## src/sv/kns_pkg.sv

```systemverilog
package kns_pkg;

	// default accumulator width request, clipped to MAX_ACC_W inside the core
	localparam int VALUE_BITS_DEF = 48;
	localparam int MAX_ACC_W      = 48;
	localparam int MAX_W          = 49;

	// key window: twelve bytes, oldest byte in the top lane
	// key bytes: quoted identifier name then a colon
	localparam int KEY_LEN = 12;
	localparam int KEY_W   = KEY_LEN * 8;
	localparam logic [KEY_W-1:0] KEY_BYTES = 96'h2275_7064_6174_655f_6964_223a;

	localparam logic [7:0] CHAR_SPACE = 8'h20;
	localparam logic [7:0] CHAR_ZERO  = 8'h30;
	localparam logic [7:0] CHAR_NINE  = 8'h39;

	// scan phases
	typedef enum logic [2:0] {
		PH_SEARCH = 3'b001,
		PH_SKIP   = 3'b010,
		PH_DIGITS = 3'b100
	} phase_t;

	// one byte handed to the scan core
	typedef struct packed {
		logic       en;
		logic [7:0] text_byte;
		logic       body_end;
	} step_t;

	// what the core would report if this byte closes the body
	typedef struct packed {
		logic signed [MAX_W-1:0] max_value;
		logic                    raised;
	} result_t;

endpackage

```

## src/sv/kns_if.sv

```systemverilog
interface kns_in_if import kns_pkg::*; ();
	logic       valid;
	logic       ready;
	logic [7:0] text_byte;
	logic       body_end;

	modport source (output valid, output text_byte, output body_end, input ready);
	modport sink (input valid, input text_byte, input body_end, output ready);
endinterface

interface kns_out_if import kns_pkg::*; ();
	logic                    valid;
	logic                    ready;
	logic signed [MAX_W-1:0] max_value;
	logic                    raised;

	modport source (output valid, output max_value, output raised, input ready);
	modport sink (input valid, input max_value, input raised, output ready);
endinterface

```

## src/sv/kns_scan_core.sv

```systemverilog
module kns_scan_core import kns_pkg::*; #(
	parameter int VALUE_BITS = VALUE_BITS_DEF
) (
	input  logic                    clk,
	input  logic                    arst_n,
	input  step_t                   step,
	input  logic signed [MAX_W-1:0] start_max,
	output result_t                 result
);

	localparam int ACC_W = (VALUE_BITS > MAX_ACC_W) ? MAX_ACC_W : VALUE_BITS;
	localparam logic [ACC_W-1:0] ACC_MAX = '1;

	logic [KEY_W-1:0]        window_q;
	phase_t                  phase_q;
	logic [ACC_W-1:0]        digit_q;
	logic signed [MAX_W-1:0] run_max_q;
	logic                    body_start_q;

	logic [KEY_W-1:0]        win_base;
	logic [KEY_W-1:0]        win_next;
	phase_t                  phase_cur;
	phase_t                  phase_nxt;
	logic [ACC_W-1:0]        digit_cur;
	logic [ACC_W-1:0]        digit_nxt;
	logic signed [MAX_W-1:0] rm_cur;
	logic signed [MAX_W-1:0] rm_nxt;
	logic                    is_digit;
	logic                    is_space;
	logic [7:0]              dsub;
	logic [ACC_W-1:0]        dval;
	logic [ACC_W+3:0]        acc_ext;
	logic [ACC_W+3:0]        mac;
	logic [ACC_W-1:0]        acc_next;
	logic                    search;
	logic                    close_old;
	logic                    do_close;
	logic [ACC_W-1:0]        close_val;
	logic signed [MAX_W-1:0] cand;
	logic                    gt_rm;
	logic                    gt_start_cand;
	logic                    gt_start_rm;

	// a new body starts from cleared scan state and the configured maximum
	always_comb begin
		win_base  = body_start_q ? '0 : window_q;
		phase_cur = body_start_q ? PH_SEARCH : phase_q;
		digit_cur = body_start_q ? '0 : digit_q;
		rm_cur    = body_start_q ? start_max : run_max_q;
		win_next  = {win_base[KEY_W-9:0], step.text_byte};
	end

	// byte class and digit value
	always_comb begin
		is_digit = (step.text_byte >= CHAR_ZERO) && (step.text_byte <= CHAR_NINE);
		is_space = (step.text_byte == CHAR_SPACE);
		dsub     = step.text_byte - CHAR_ZERO;
		dval     = {{(ACC_W-4){1'b0}}, dsub[3:0]};
	end

	// times ten plus digit as shift-add, saturating when the top bits spill
	always_comb begin
		acc_ext  = {4'b0000, digit_cur};
		mac      = (acc_ext << 3) + (acc_ext << 1) + {4'b0000, dval};
		acc_next = (|mac[ACC_W+3:ACC_W]) ? ACC_MAX : mac[ACC_W-1:0];
	end

	// phase sequencing
	always_comb begin
		phase_nxt = PH_SEARCH;
		digit_nxt = digit_cur;
		search    = 1'b0;
		close_old = 1'b0;
		unique case (phase_cur)
			PH_SKIP: begin
				if (is_space) begin
					phase_nxt = PH_SKIP;
				end else if (is_digit) begin
					phase_nxt = PH_DIGITS;
					digit_nxt = dval;
				end else begin
					search = 1'b1;
				end
			end
			PH_DIGITS: begin
				if (is_digit) begin
					phase_nxt = PH_DIGITS;
					digit_nxt = acc_next;
				end else begin
					close_old = 1'b1;
					search    = 1'b1;
				end
			end
			default: begin
				search = 1'b1;
			end
		endcase
		// the terminating byte may itself complete a key
		if (search && (win_next == KEY_BYTES)) begin
			phase_nxt = PH_SKIP;
			digit_nxt = '0;
		end
	end

	// at most one number closes per byte: on its terminator or at body end
	always_comb begin
		do_close      = close_old || (step.body_end && (phase_nxt == PH_DIGITS));
		close_val     = close_old ? digit_cur : digit_nxt;
		cand          = $signed({{(MAX_W-ACC_W){1'b0}}, close_val});
		gt_rm         = do_close && (cand > rm_cur);
		gt_start_cand = cand > start_max;
		gt_start_rm   = rm_cur > start_max;
		rm_nxt        = gt_rm ? cand : rm_cur;
		result.max_value = rm_nxt;
		result.raised    = gt_rm ? gt_start_cand : gt_start_rm;
	end

	// scan state registers
	always_ff @(posedge clk or negedge arst_n) begin
		if (!arst_n) begin
			phase_q      <= PH_SEARCH;
			body_start_q <= 1'b1;
		end else if (step.en) begin
			phase_q      <= phase_nxt;
			body_start_q <= step.body_end;
		end
	end

	always_ff @(posedge clk) begin
		if (step.en) begin
			window_q  <= win_next;
			digit_q   <= digit_nxt;
			run_max_q <= rm_nxt;
		end
	end

	// checks
	a_skip_clear: assert property (@(posedge clk) disable iff (!arst_n)
		(!body_start_q && phase_q == PH_SKIP) |-> (digit_q == '0))
		else $error("digit accumulator not clear while skipping spaces");

	a_max_monotonic: assert property (@(posedge clk) disable iff (!arst_n)
		!body_start_q |=> (run_max_q >= $past(run_max_q)))
		else $error("running maximum fell within a body");

	a_max_seeded: assert property (@(posedge clk) disable iff (!arst_n)
		(step.en && body_start_q) |=> (run_max_q >= $past(start_max)))
		else $error("running maximum below starting value after body start");

endmodule

```

## src/sv/keyed_number_max_scanner.sv

```systemverilog
// Scans a byte stream for a fixed twelve-byte key (a quoted identifier name and a colon)
// and reports, on the last byte of each body, the largest decimal number that followed
// the key (spaces after the key are skipped, values saturate at 2^min(VALUE_BITS,48)-1),
// seeded from start_max, together with a flag that the maximum rose above start_max.
// One byte is taken every cycle while the input does not stall; each byte is held in the
// input register, and its scan update is done in a single pass into the result register,
// which loads as the final byte of a body leaves the input register. The input stalls
// only when a finished result is still waiting to be taken and the byte in the input
// register ends another body. start_max is sampled at the first and the last byte of
// each body and should be written between bodies.
module keyed_number_max_scanner import kns_pkg::*; #(
	parameter int VALUE_BITS = VALUE_BITS_DEF
) (
	input  logic                    clk,
	input  logic                    arst_n,
	kns_in_if.sink                  body,
	kns_out_if.source               result,
	input  logic                    cfg_we,
	input  logic signed [MAX_W-1:0] cfg_wdata
);

	logic signed [MAX_W-1:0] start_max_q;
	logic                    valid_s1;
	logic [7:0]              byte_s1;
	logic                    end_s1;
	logic                    out_valid_q;
	result_t                 out_res_q;
	logic                    slot_free;
	logic                    adv;
	step_t                   step;
	result_t                 core_res;

	// configuration register
	always_ff @(posedge clk or negedge arst_n) begin
		if (!arst_n) begin
			start_max_q <= '1;
		end else if (cfg_we) begin
			start_max_q <= cfg_wdata;
		end
	end

	// a byte moves on unless it closes a body while the result slot is full
	assign slot_free  = !out_valid_q || result.ready;
	assign adv        = valid_s1 && (!end_s1 || slot_free);
	assign body.ready = !valid_s1 || adv;

	// input register
	always_ff @(posedge clk or negedge arst_n) begin
		if (!arst_n) begin
			valid_s1 <= 1'b0;
		end else if (body.ready) begin
			valid_s1 <= body.valid;
		end
	end

	always_ff @(posedge clk) begin
		if (body.valid && body.ready) begin
			byte_s1 <= body.text_byte;
			end_s1  <= body.body_end;
		end
	end

	// scan core
	always_comb begin
		step.en        = adv;
		step.text_byte = byte_s1;
		step.body_end  = end_s1;
	end

	kns_scan_core #(
		.VALUE_BITS(VALUE_BITS)
	) u_core (
		.clk      (clk),
		.arst_n   (arst_n),
		.step     (step),
		.start_max(start_max_q),
		.result   (core_res)
	);

	// result register
	always_ff @(posedge clk or negedge arst_n) begin
		if (!arst_n) begin
			out_valid_q <= 1'b0;
		end else if (adv && end_s1) begin
			out_valid_q <= 1'b1;
		end else if (result.ready) begin
			out_valid_q <= 1'b0;
		end
	end

	always_ff @(posedge clk) begin
		if (adv && end_s1) begin
			out_res_q <= core_res;
		end
	end

	assign result.valid     = out_valid_q;
	assign result.max_value = out_res_q.max_value;
	assign result.raised    = out_res_q.raised;

	// checks
	a_stall_cause: assert property (@(posedge clk) disable iff (!arst_n)
		!body.ready |-> (valid_s1 && end_s1 && out_valid_q))
		else $error("input stalled without a pending body end and full slot");

	a_end_lands: assert property (@(posedge clk) disable iff (!arst_n)
		(adv && end_s1) |=> out_valid_q)
		else $error("body end transaction did not load the result register");

	a_mid_flows: assert property (@(posedge clk) disable iff (!arst_n)
		(valid_s1 && !end_s1) |-> body.ready)
		else $error("mid-body byte held in the input register");

endmodule
```

## src/flat_wrapper.sv

```systemverilog
// flat-port wrapper written by rule: the top's interface ports become plain ports
module keyed_number_max_scanner_flat import kns_pkg::*;
#(
	parameter int VALUE_BITS = VALUE_BITS_DEF
)
  (clk, arst_n, cfg_we, cfg_wdata, body_valid, body_text_byte, body_body_end, body_ready, result_valid, result_max_value, result_raised, result_ready);
  kns_in_if body_i ();
  kns_out_if result_i ();
  input  logic clk;
  input  logic arst_n;
  input  logic cfg_we;
  input  logic signed [MAX_W-1:0] cfg_wdata;
  input wire logic [$bits(body_i.valid)-1:0] body_valid;
  input wire logic [$bits(body_i.text_byte)-1:0] body_text_byte;
  input wire logic [$bits(body_i.body_end)-1:0] body_body_end;
  output wire logic [$bits(body_i.ready)-1:0] body_ready;
  output wire logic [$bits(result_i.valid)-1:0] result_valid;
  output wire logic [$bits(result_i.max_value)-1:0] result_max_value;
  output wire logic [$bits(result_i.raised)-1:0] result_raised;
  input wire logic [$bits(result_i.ready)-1:0] result_ready;
  assign body_i.valid = body_valid;
  assign body_i.text_byte = body_text_byte;
  assign body_i.body_end = body_body_end;
  assign body_ready = body_i.ready;
  assign result_valid = result_i.valid;
  assign result_max_value = result_i.max_value;
  assign result_raised = result_i.raised;
  assign result_i.ready = result_ready;
  keyed_number_max_scanner #(.VALUE_BITS(VALUE_BITS)) u_core (.clk(clk), .arst_n(arst_n), .body(body_i), .result(result_i), .cfg_we(cfg_we), .cfg_wdata(cfg_wdata));
endmodule
```

## config.mk

```make
export PLATFORM = sky130hd
export DESIGN_NAME = keyed_number_max_scanner_flat
export DESIGN_NICKNAME = d
export VERILOG_FILES = /design/src/sv/kns_pkg.sv /design/src/sv/kns_if.sv /design/src/sv/kns_scan_core.sv /design/src/sv/keyed_number_max_scanner.sv /design/src/flat_wrapper.sv
export SDC_FILE = /design/constraint.sdc
export NUM_CORES = 1
export LEC_CHECK = 0
export ABC_AREA = 1
export BUFFER_PORTS_ARGS = -buffer_cell sky130_fd_sc_hd__buf_4
export CAP_MARGIN = 20
export CORE_ASPECT_RATIO = 0.9
export CORE_MARGIN = 2
export CORE_UTILIZATION = 65
export DETAILED_ROUTE_END_ITERATION = 12
export GPL_TIMING_DRIVEN = 1
export PLACE_DENSITY = 0.9
export REMOVE_ABC_BUFFERS = 1
export SLEW_MARGIN = 0
export SYNTH_ARGS = -nofsm -noshare
export SYNTH_HDL_FRONTEND = slang
export SYNTH_HIERARCHICAL = 1
export SYNTH_SLANG_ARGS = --single-unit
```

## constraint.sdc

```tcl
create_clock -name clk -period 15.1 [get_ports clk]
set_input_delay 3.02 -clock clk [delete_from_list [all_inputs] [get_ports clk]]
set_output_delay 3.02 -clock clk [all_outputs]
set_load 0.03 [all_outputs]
```

### After elaboration in Yosys (flattened, before gate mapping)

Cells that the tools add are included.

* $add $sub $neg: 3
* multipliers: 0
* div/mod/pow operators: 0
* magnitude comparators: 5
* equal/unequal tests: 5
* shifts and indexed selects: 0
* mux-type cells: 23
* bitwise gates (word level): 0
* reductions and logical operators: 16

Operators with widths (number)
* 48-bit two-way mux: 7
* 49-bit > comparator: 3
* 49-bit two-way mux: 2
* 96-bit by 94-bit equality test with 1-bit output (second input constant): 1
* 48-bit one-hot mux with 2 select lines: 1
* 88-bit two-way mux: 1
* 51-bit by 49-bit adder with 52-bit output: 1
* 52-bit by 4-bit adder with 52-bit output: 1
* 3-bit two-way mux: 4
* 8-bit by 6-bit equality test with 1-bit output (second input constant): 1
* 8-bit by 6-bit greater-or-equal comparator with 1-bit output (second input constant): 1
* 8-bit by 6-bit <= comparator with 1-bit output (second input constant): 1
* 1-bit logical AND: 7
* 3-bit equality test (second input constant): 2
* 1-bit two-way mux: 6
* 3-bit one-hot mux with 2 select lines: 1
* 1-bit logical OR: 4
* 4-bit OR reduction: 1
* 4-bit by 1-bit subtractor with 4-bit output (second input constant): 1
* 3-bit by 2-bit equality test with 1-bit output (second input constant): 1
* 1-bit zero test: 3
* 1-bit one-hot mux with 2 select lines: 1
* 2-bit nonzero test: 1

* register bits after elaboration: 299
* bits in latches: 0
* bits in writable memories: 0
* bits in read-only memories: 0
* input bits: 63
* output and inout port bits: 52
* word-level logic and storage cells: 64
* memories: 0

### Depth between registers and ports, before layout

* depth in word-level cells: 12
* mapped depth: 43
* gate-level depth less buffers: 39

### By module

The synthesis kept the hierarchy.

By module, submodules not included
* kns_scan_core: times used 1, cells an instance 2803, area an instance 19462.4 um2, seq. area each 5657.9 um2
* keyed_number_max_scanner: times used 1, cells an instance 281, area an instance 4010.1 um2, seq. area each 3109.2 um2

### Least setup slack after synthesis

Ideal clock, no wire load.

* kind: input to register
* start point: input port result_ready
* end point: register u_core.u_core.phase_q[0]
* setup time: 78 ps
* data arrival time: 7329 ps
* path slack: 7693 ps
* stages on the path: 7
* cell sequence: inv_1 nand3_1 nand2_1 inv_1 clkbuf_1 o21ai_0 o22ai_1

* word-level cells in the longest chain between the ends: 3

RTL lines
* start: declaration: RTL line flat_wrapper.sv:20 `input wire logic [$bits(result_i.ready)-1:0] result_ready;`
* 1-bit logical OR: RTL line keyed_number_max_scanner.sv:43 `assign slot_free = !out_valid_q || result.ready;`
* 1-bit logical OR: RTL line keyed_number_max_scanner.sv:44 `assign adv = valid_s1 && (!end_s1 || slot_free);`
* 1-bit logical AND: RTL line keyed_number_max_scanner.sv:44
* net u_core.adv: RTL line keyed_number_max_scanner.sv:29 `logic adv;`
* end signal: assignment: RTL line kns_scan_core.sv:124 `phase_q <= phase_nxt;`
* end: declaration: RTL line kns_scan_core.sv:15 `phase_t phase_q;`

The timed path passes the listed nets, and every way through them passes these cells.
A chain may end at the register's enable or synchronous reset.

==> summary.md <==
| Metric | Value |
|---|---|
| Synth area leaders | edfxtp_1, nand2_1, ha_1 |
| Setup Fix Bufs, Post-CTS | 0 |
| Critical path class | reg -> reg |
| Tightest Hold Check Type | reg -> reg |
| HPWL after DPL | 53300 um |
| Crit-path max cell delay | 1.14 ns |
| Share of layout cells above drive strength 1 | 12.9% |
| Worst Tran Pin Value | 1.12 ns |
| Area Growth Syn to Fin | 9.60% |
| Fin crit share | 55.9% |
| DR pass1 iterations | 6 |
| Post-CTS Hold Buffers | 0 |
| Total gr overflow | 0 |
| TritonCTS clock tree | yes |
| Die X | 204 um |
| 1st-iter DRT viols | 2853 |
| Crit path max-delay cell type | dfstp_4 |
| WL/cell | 20.5 um |
| Post-synthesis register bit count | 299 |
| Via-to-Cell Ratio | 6.03 |
| Initial core utilization | 65.5% |
| Total CTS buffers | 34 |
| Yosys cell types | 55 |
| Vias | 22000 |
| Total of max-cap violations | 0 |
| Port buffer count | 114 |
| # H-tree levels | 2 |
| Final Worst Setup Slack | 6.65 ns |
| Sequential share of power | 33.6% |
| Synth Area per Inst | 7.61 sq um |
| Yosys synthesis warning count | 6 |
| Status | finished clean |
| Crit path capture type | flop |
| CTS resizes | 0 |
| DRT Wirelength | 75100 um |
| Clk buf depth | 3 |
| Diode count | 0 |
| CTS Sinks | 299 |
| Fin crit period | 8.45 ns |
| I/O Pins | 115 |
| Sequential area share after synthesis | 37.4% |
| Peak supply drop | 0.000123 V |
| RSZ-0062 raised after global routing | false |
| Nets | 3454 |
| Setup TNS | 0 ns |
| Max FO, Critical Path | 79 |
| # DRC | 0 |
| Comb pwr share | 39.1% |
| Switching Fraction | 39.4% |
| Pint | 1.95 mW |
| LEAKAGE | 12.5 nW |
| Total Routing Usage GR | 39.5% |
| Die area | 37700 sq um |
| Critical Path RT | 15.50 ns |
| Async SR Flop Fraction | 18.4% |
| Cells after Synth | 3084 |
| Largest area contributor in the netlist | edfxtp_1 |
| Power per cell area | 125 nW/um^2 |
| Core Box Area | 35800 sq um |
| Clock skew | 0.0391 ns |
| Share of total power in the clock network | 27.3% |
| DP Worst Slack | 7.12 ns |
| Post-synth EDFFs | 244 |
| Clock root buffer | clkbuf_16 |
| Gpl congestion | 1.01 |
| Max-Slew Margin vs Limit | 25.5% |
| Crit-path most repeated cell | nand2_1 |
| Worst-path clk slew | 0.06 ns |
| Number of global-route vias before repair | 21200 |
| P_sw | 1.27 mW |
| Post-route ant nets | 0 |
| Vert. Die Dim | 184 um |
| Max-slew violations | 0 |
| Final setup viols | 0 |
| Mapped cell area | 23500 sq um |
| Ys flop type | edfxtp_1 |
| Initial antenna violation count | 0 |
| Clock Latency Late Sink | 0.57 ns |
| Largest net degree at the start of global routing | 100 |
| Post-synth top area share | 31.2% |
| Fmax | 0.118 GHz |
| First-pass GRT wire length | 116000 um |
| WP data arrival | 8.85 ns |
| Startpoint type of the worst setup path | flop |
| Row cnt | 66 |
| Hold Vio Cnt, Final | 0 |
final cells by class:
type | count | area, sq um
timing repair buffer | 130 | 996
clock inverter | 21 | 259
sequential | 299 | 8770
fill | 2681 | 10100
tap | 476 | 596
clock buffer | 41 | 930
multi-input combinational | 2192 | 12300
inverter | 498 | 1870
Yosys cell counts (5+ instances only):
library cell	instances
o21ai_2	20
a22oi_1	44
and2_1	16
nand2_2	45
inv_1	460
nor3_1	27
xor2_1	13
xnor2_1	19
a21oi_2	5
dfstp_2	51
inv_2	38
nand4_1	57
buf_12	6
buf_2	28
buf_1	18
nor2_1	313
nand3b_1	8
edfxtp_1	244
a21boi_0	38
o21bai_1	17
nor4_1	27
o21a_1	5
clkbuf_1	32
nand2_1	843
o21ai_0	120
o211ai_1	8
nor2_2	19
ha_1	235
nand3_2	31
a21oi_1	133
nand3_1	117
worst paths after layout:
path                       depth (start not counted)                                    from                                     to  slack (ns)
max                                               34  u_core/u_core/body_start_q$_DFFE_PN1P_  u_core/u_core/run_max_q[13]$_DFFE_PP_        6.65
min                                                2       u_core/start_max_q[4]$_DFFE_PN1P_      u_core/start_max_q[4]$_DFFE_PN1P_        0.47
max reg2reg                                       34  u_core/u_core/body_start_q$_DFFE_PN1P_  u_core/u_core/run_max_q[13]$_DFFE_PP_        6.65
min reg2reg                                        2       u_core/start_max_q[4]$_DFFE_PN1P_      u_core/start_max_q[4]$_DFFE_PN1P_        0.47
max in group asynchronous                          1                                  arst_n            u_core/valid_s1$_DFFE_PN0P_       12.01
min in group asynchronous                          1                                  arst_n        u_core/result.valid$_DFFE_PN0P_        2.58
state kept, by name (all words and copies together), names as in the netlist:
name	count
u_core/byte_s1	8
u_core/u_core/window_q	88
u_core/u_core/run_max_q	49
u_core/valid_s1	1
u_core/u_core/body_start_q	1
u_core/u_core/digit_q	48
u_core/start_max_q	49
u_core/result.raised	1
u_core/end_s1	1
u_core/u_core/phase_q	3
u_core/result.valid	1
u_core/result.max_value	49
placed cells by master, fill, tap and decap left out, types with 5 or more instances in the layout:
cell	n
nor3_1	27
a22oi_1	44
buf_4	129
xnor2_1	19
nand2_1	843
xor2_1	13
nor2_2	19
inv_1	458
o21bai_1	17
o21a_1	5
nand3b_1	8
nand3_2	31
o21ai_2	20
nand3_1	117
nand4_1	57
o21ai_0	120
ha_1	235
a21oi_2	5
clkinv_1	5
nand2_2	45
a21oi_1	133
a21boi_0	38
nor4_1	27
inv_2	39
dfstp_2	50
clkinv_2	6
and2_1	16
nor2_1	312
nor2_4	5
edfxtp_1	244
clkbuf_16	36
o211ai_1	8
worst max-delay path, delay by kind of cell (launching register included):
family / cells / cell delay [ns]
DFF: 1 / 1.14
and+or+nand+nor: 21 / 3.08
buffers and inverters: 5 / 1.97
adders and majority gates: 3 / 1.12
AOI/OAI and AO/OA: 5 / 0.85
through the flow:
stage	area, sq um	cells	power (mW)	util [%]	hold WS [ns]
floorplan	22900	2989	1.93	-	0.441
global placement	24500	3594	2.26	68.4	0.456
detailed placement	24500	3594	2.30	68.4	0.459
CTS	25700	3656	3.19	71.7	0.470
global route	25700	3657	3.39	71.8	0.483
finish	25700	3657	3.23	71.8	0.469
power by group through the flow:
stage	clock network, mW	registers, mW	logic [mW]
2_1_floorplan	0	1.12	0.812
3_3_place_gp	0	1.09	1.17
3_5_place_dp	0	1.09	1.20
4_1_cts	0.882	1.08	1.22
5_1_grt	0.919	1.09	1.38
6_report	0.882	1.08	1.26
per-layer routing:
metal	GRT usage (%)	wire (um)	share of wire (%)	up-vias
met2	65.1	34800	46	1467
met3	7.21	7640	10	273
met1	51.5	29200	39	10100
li1	-	-	-	10200
met4	15.9	3490	4.6	0
met5	0	0	0	-
cells by family (layout without fill, tap and decap cells):
kind of cell / after synthesis / after routing / synth area share [%]
adders and majority gates: 236 / 236 / 12.6
AOI/OAI and AO/OA: 405 / 405 / 10.4
buffers and inverters: 593 / 690 / 10.3
and+or+nand+nor: 1519 / 1519 / 28.1
DFF: 299 / 299 / 37.4
xor gates and xnor gates: 32 / 32 / 1.19
Note: power is estimated with default switching activity, not from simulation.
